### src/affine_box_transform_2d_core_assert.svh
// ----------------------------------------------------------------------------
// Assertion macros for the affine box transform core
// Concurrent checks clocked on clk and disabled while rst_n is low.
// ----------------------------------------------------------------------------
`ifndef AFFINE_BOX_TRANSFORM_2D_CORE_ASSERT_SVH
`define AFFINE_BOX_TRANSFORM_2D_CORE_ASSERT_SVH

`ifndef SYNTHESIS

// same-cycle implication
`define ABT_ASSERT_IMPLY(lbl, ante, cons, msg) \
    lbl: assert property (@(posedge clk) disable iff (!rst_n) (ante) |-> (cons)) \
        else $error(msg);

// next-cycle implication
`define ABT_ASSERT_NEXT(lbl, ante, cons, msg) \
    lbl: assert property (@(posedge clk) disable iff (!rst_n) (ante) |=> (cons)) \
        else $error(msg);

`else

`define ABT_ASSERT_IMPLY(lbl, ante, cons, msg)
`define ABT_ASSERT_NEXT(lbl, ante, cons, msg)

`endif

`endif

### src/abt_pkg.sv
`timescale 1ns / 1ps
// ----------------------------------------------------------------------------
// abt_pkg
// Types, widths and codes shared by the affine box transform core.
// ----------------------------------------------------------------------------
package abt_pkg;

    localparam int COORD_WIDTH = 32;
    localparam int FRAC_BITS   = 16;
    localparam int PROD_W      = 2 * COORD_WIDTH;
    localparam int RND_W       = PROD_W + 1 - FRAC_BITS;
    localparam int SUM_W       = RND_W + 2;
    localparam int NUM_LANES   = 4;
    localparam int CFG_INDEX_W = 3;

    localparam logic [PROD_W:0] ROUND_HALF    = (PROD_W + 1)'(2 ** (FRAC_BITS - 1));
    localparam logic [PROD_W:0] ROUND_HALF_DN = ROUND_HALF - (PROD_W + 1)'(1);

    localparam logic signed [COORD_WIDTH-1:0] COORD_MAX = {1'b0, {(COORD_WIDTH-1){1'b1}}};
    localparam logic signed [COORD_WIDTH-1:0] COORD_MIN = {1'b1, {(COORD_WIDTH-1){1'b0}}};
    localparam logic signed [COORD_WIDTH-1:0] COEF_ONE  = COORD_WIDTH'(2 ** FRAC_BITS);

    typedef enum logic [1:0] {
        OP_POINT  = 2'd0,
        OP_VECTOR = 2'd1,
        OP_BOX    = 2'd2
    } abt_op_t;

    typedef enum logic [CFG_INDEX_W-1:0] {
        CFG_COEF_XX  = 3'd0,
        CFG_COEF_XY  = 3'd1,
        CFG_COEF_YX  = 3'd2,
        CFG_COEF_YY  = 3'd3,
        CFG_OFFSET_X = 3'd4,
        CFG_OFFSET_Y = 3'd5
    } abt_cfg_idx_t;

    typedef struct packed {
        logic [1:0]                     op;
        logic signed [COORD_WIDTH-1:0]  in_min_x;
        logic signed [COORD_WIDTH-1:0]  in_min_y;
        logic signed [COORD_WIDTH-1:0]  in_max_x;
        logic signed [COORD_WIDTH-1:0]  in_max_y;
    } abt_in_word_t;

    typedef struct packed {
        logic signed [COORD_WIDTH-1:0]  out_min_x;
        logic signed [COORD_WIDTH-1:0]  out_min_y;
        logic signed [COORD_WIDTH-1:0]  out_max_x;
        logic signed [COORD_WIDTH-1:0]  out_max_y;
        logic                           saturated;
    } abt_out_word_t;

    typedef struct packed {
        logic signed [COORD_WIDTH-1:0]  xx;
        logic signed [COORD_WIDTH-1:0]  xy;
        logic signed [COORD_WIDTH-1:0]  yx;
        logic signed [COORD_WIDTH-1:0]  yy;
        logic signed [COORD_WIDTH-1:0]  off_x;
        logic signed [COORD_WIDTH-1:0]  off_y;
    } abt_coef_t;

    // one transformed corner
    typedef struct packed {
        logic signed [COORD_WIDTH-1:0]  x;
        logic signed [COORD_WIDTH-1:0]  y;
        logic                           sat;
    } abt_corner_t;

    // per-stage load enables for a lane: product, round, sum
    typedef struct packed {
        logic en_mul;
        logic en_rnd;
        logic en_sum;
    } abt_lane_ctl_t;

    typedef struct packed {
        logic signed [COORD_WIDTH-1:0]  value;
        logic                           sat;
    } abt_clamp_t;

    function automatic abt_clamp_t clamp_sum(input logic signed [SUM_W-1:0] s);
        abt_clamp_t                         r;
        logic       [SUM_W-COORD_WIDTH:0]   upper;
        logic                               ovf;
        upper = s[SUM_W-1:COORD_WIDTH-1];
        ovf   = !((&upper) || !(|upper));
        r.sat = ovf;
        if (ovf)
        begin
            r.value = s[SUM_W-1] ? COORD_MIN : COORD_MAX;
        end
        else
        begin
            r.value = s[COORD_WIDTH-1:0];
        end
        return r;
    endfunction

endpackage

### src/abt_merge.sv
`timescale 1ns / 1ps
// ----------------------------------------------------------------------------
// abt_merge
// Combines the corner lanes into the result word: per-axis min and max for
// boxes, lane 0 alone for points and vectors. Holds the output register.
// ----------------------------------------------------------------------------
module abt_merge (
    input  logic                    clk,
    input  logic                    en,
    input  logic                    box,
    input  abt_pkg::abt_corner_t    corners [abt_pkg::NUM_LANES],
    output abt_pkg::abt_out_word_t  word,
    output logic                    box_out
);
    import abt_pkg::*;

    logic signed [COORD_WIDTH-1:0]  lo_x, lo_y, hi_x, hi_y;
    logic                           sat_any;
    abt_out_word_t                  word_reg, word_next;
    logic                           box_reg;

    always_comb
    begin
        lo_x    = corners[0].x;
        hi_x    = corners[0].x;
        lo_y    = corners[0].y;
        hi_y    = corners[0].y;
        sat_any = corners[0].sat;
        for (int i = 1; i < NUM_LANES; i++)
        begin
            if (corners[i].x < lo_x) lo_x = corners[i].x;
            if (corners[i].x > hi_x) hi_x = corners[i].x;
            if (corners[i].y < lo_y) lo_y = corners[i].y;
            if (corners[i].y > hi_y) hi_y = corners[i].y;
            sat_any = sat_any | corners[i].sat;
        end
        if (box)
        begin
            word_next.out_min_x = lo_x;
            word_next.out_min_y = lo_y;
            word_next.out_max_x = hi_x;
            word_next.out_max_y = hi_y;
            word_next.saturated = sat_any;
        end
        else
        begin
            word_next.out_min_x = corners[0].x;
            word_next.out_min_y = corners[0].y;
            word_next.out_max_x = corners[0].x;
            word_next.out_max_y = corners[0].y;
            word_next.saturated = corners[0].sat;
        end
    end

    always_ff @(posedge clk)
    begin
        if (en)
        begin
            word_reg <= word_next;
            box_reg  <= box;
        end
    end

    assign word    = word_reg;
    assign box_out = box_reg;

endmodule

### config.mk
export PLATFORM = sky130hd
export DESIGN_NAME = abt_merge
export DESIGN_NICKNAME = d
export VERILOG_FILES = /design/src/affine_box_transform_2d_core_assert.svh /design/src/abt_pkg.sv /design/src/abt_merge.sv
export SDC_FILE = /design/constraint.sdc
export NUM_CORES = 1
export LEC_CHECK = 0
export BUFFER_PORTS_ARGS = -buffer_cell sky130_fd_sc_hd__buf_2
export CORE_UTILIZATION = 40
export CTS_CLUSTER_DIAMETER = 40
export DETAILED_ROUTE_END_ITERATION = 16
export GPL_TIMING_DRIVEN = 0
export PLACE_DENSITY = 0.68
export SYNTH_ARGS = -nofsm -noshare
export SYNTH_HDL_FRONTEND = slang
export SYNTH_SLANG_ARGS = --single-unit
### constraint.sdc
create_clock -name clk -period 11.3 [get_ports clk]
set_input_delay 3.39 -clock clk [delete_from_list [all_inputs] [get_ports clk]]
set_output_delay 3.39 -clock clk [all_outputs]
set_load 0.02 [all_outputs]
==> run_results.csv <==
group,metric,value,unit
grt,grt_remaining_overflow,0,
cells_and_area,regArea,0.00390,mm^2
clock_network,holdBufCountCts,0,
synthesis,ys.flop_type,"edfxtp_1",
clock_network,cts_buffers,17,
grt,grt_max_degree,72,
timing,fmax,88.9,MHz
route,via_per_inst,6.13,
timing,hold_viol,0,
critical_path,worst_ep_arrival_time,11.54,ns
min_path,hold_path.class,"in2reg",
critical_path,worst_setup_path_start_kind,"input pin",
clock_network,cts.path.max_buffers,2,
clock_network,cts_tree,"done",
synthesis,synthCells,1993,
route,drtAntennaViolNets,0,
floorplanning,dieHeight,213,um
critical_path,critPathKind,"in2reg",
floorplanning,die_w,213,um
power,powerDensity,147,mW/mm^2
timing,setup_violations,0,
grt,grt_usage,32.8,%
grt,grt_pass1_vias,18100,
synthesis,synth_nets,2568,
route,via_count,18900,
critical_path,crit_required,11.59,ns
timing,drv_slew,0,
route,drtPass1Iterations,5,
critical_path,slowest_delay,0.41,ns
power,p_leak,0.0109,uW
min_path,whs_path_depth,1,
timing,grt_setup_unrepaired,"yes",
synthesis,synth.distinct_cells,68,
clock_network,clk_pin_slew,0.06,ns
timing,worst_pin_slew,1.13,ns
critical_path,path_max_fanout,8,
critical_path,end_kind,"flop",
timing,layout_setup_ws,0.0575,ns
placement,pre_cts_slack,-2.87,ns
placement,gp_congestion,0.981,
cells_and_area,largest_register_ffs,129,
power,ir_drop,0.113,mV
placement,port_buffers,392,
clock_network,cts.sinks,130,
cells_and_area,fin_nets,3052,
synthesis,async_flop_share,0,%
clock_network,root_buffer,"clkbuf_16",
route,drc_errors,0,
cells_and_area,fin_cells,3087,
status,status,"complete, no violations",
timing,post-route-period-util,99.5,%
flow_run,max_cap_viol_count,0,
floorplanning,floorplan.io_pins,393,
synthesis,synth_seq_cells,130,
floorplanning,initial_core_util,40.9,%
timing,relSlewSlack,24.4,%
timing,min_period,11.24,ns
cells_and_area,final_layout_size_suffix_gt1_share,32.4,%
floorplanning,coreArea,0.0436,mm^2
cells_and_area,multiInputGateArea,0.0139,mm^2
placement,dp_hpwl,61100,um
min_path,hold_path_startpoint,"box",
placement,dpl.cell_count,2971,
synthesis,synth_edf_count,130,
floorplanning,die_area,0.0454,mm^2
synthesis,yosys_warnings,0,
min_path,whs_endpoint,"box_out",
cells_and_area,nFillCells,4042,
clock_network,htree_levels,4,
grt,grt_pass1_wl,111000,um
critical_path,crit_slowest_cell,"a311oi_2",
grt,antenna_found_initial,24,
route,wirelength,77000,um
synthesis,avgSynthCellArea,8.94,um^2
synthesis,ys_seq_area_share,21.9,%
route,drt_iter0_drc,1626,
timing,hold_slack,3.15,ns
timing,setup_tns,0,ns
floorplanning,rows,76,
cells_and_area,syn_to_final_growth,30.3,%
route,wire_per_inst,25.0,um
synthesis,syn_area,0.0178,mm^2
## synth_stat cells, types with 64 or more instances
master	number	area share, %
ha_1	312	22
inv_1	174	3.7
nor2_1	142	3.0
nand2_1	141	3.0
edfxtp_1	130	22
mux2i_1	128	7.2
a21oi_1	99	2.8
a21o_1	92	3.9
clkbuf_1	81	1.7
nor2b_1	79	2.8
o21ai_0	72	2.0
a311oi_1	64	3.1
## worst max-delay path by stage
| stage | from | endpoint | slack (ns) | depth (start not counted) |
|---|---|---|---|---|
| 2_1_floorplan | corners[227] | word[13] | -0.01 | 36 |
| 3_3_place_gp | corners[256] | word[36] | -2.67 | 37 |
| 3_5_place_dp | corners[258] | word[36] | -2.87 | 37 |
| 4_1_cts | corners[227] | word[32] | 0.006 | 37 |
| 5_1_grt | corners[223] | word[32] | -0.13 | 39 |
| 6_report | corners[227] | word[24] | 0.06 | 39 |
## stage by stage
step	total power (uW)	area [um^2]	utilization, %
after detailed placement	2510	20600	47.2
final	3410	23200	53.3
after CTS	3230	22100	50.6
after global routing	3580	23200	53.3
after floorplan	1870	17800	-
after global placement	2490	20500	47.1
## power breakdown
| group | switching (uW) | internal, uW | total [uW] |
|---|---|---|---|
| clock network | 250 | 321 | 571 |
| registers | 32.7 | 659 | 692 |
| logic | 1280 | 864 | 2150 |
| total | 1570 | 1840 | 3410 |
## metal layers
layer  part of all wire, %  wire (um)  global-route usage [%]  up-vias
li1                      -          -                       -     8623
met1                    42      32100                    42.1     9158
met2                    45      35000                    52.5      926
met3                   8.5       6580                    7.30      193
met4                   4.1       3150                    14.2       24
met5                  0.20        151                       0        -
## cell usage in the layout (no fill, tap or decap), types with 11 or more instances in the layout
master     count
buf_2        390
ha_1         297
inv_1        172
nor2_1       138
nand2_1      137
edfxtp_1     130
mux2i_1      109
a21oi_1       95
a21o_1        92
nor2b_1       77
buf_4         74
o21ai_0       65
nand4_1       59
a311oi_1      53
clkbuf_1      40
mux2_2        34
o221ai_1      33
nor3b_1       31
a221oi_2      30
a31o_2        29
a221oi_1      28
mux2_4        28
nand3_1       23
clkbuf_16     23
clkbuf_4      15
clkbuf_2      14
ha_4          14
mux2i_4       13
diode_2       12
nand2b_1      12
o211ai_1      12
o21a_1        12
a311oi_2      11
a221oi_4      11
## timing repair
action | in CTS | in global routing
pin swaps | 26 | 57
setup buffers | 20 | 53
endpoints found under the setup margin | 128 | 127
gates cloned | 1 | 4
resized for setup | 172 | 157
## cells by family after synthesis
group | share of synthesized area (%)
xor gates and xnor gates | 0.0492
DFF | 21.9
and+or+nand+nor | 15.2
AOI/OAI and AO/OA | 23.1
muxes | 11.7
adders and majority gates | 22.0
buffers and inverters | 6.05
## critical path: cells and delay by family
| family | cells | cell delay [ns] |
|---|---|---|
| mux | 2 | 0.53 |
| buf+inv | 9 | 1.21 |
| compound gates | 6 | 1.54 |
| simple gates | 19 | 4.00 |
| fa+ha+maj | 3 | 0.81 |
## cell type report
| class | instances | area share [%] |
|---|---|---|
| diodes | 12 | 0.129 |
| plain buffers | 97 | 3.27 |
| clock buffers | 17 | 1.83 |
| clock inverters | 15 | 0.620 |
| inverters | 174 | 2.81 |
| multi-input cells | 1588 | 60.0 |
| flip-flops and latches | 130 | 16.8 |
| well taps | 585 | 3.15 |
| repair buffers | 469 | 11.4 |
Power figures use the tool's default switching activity.
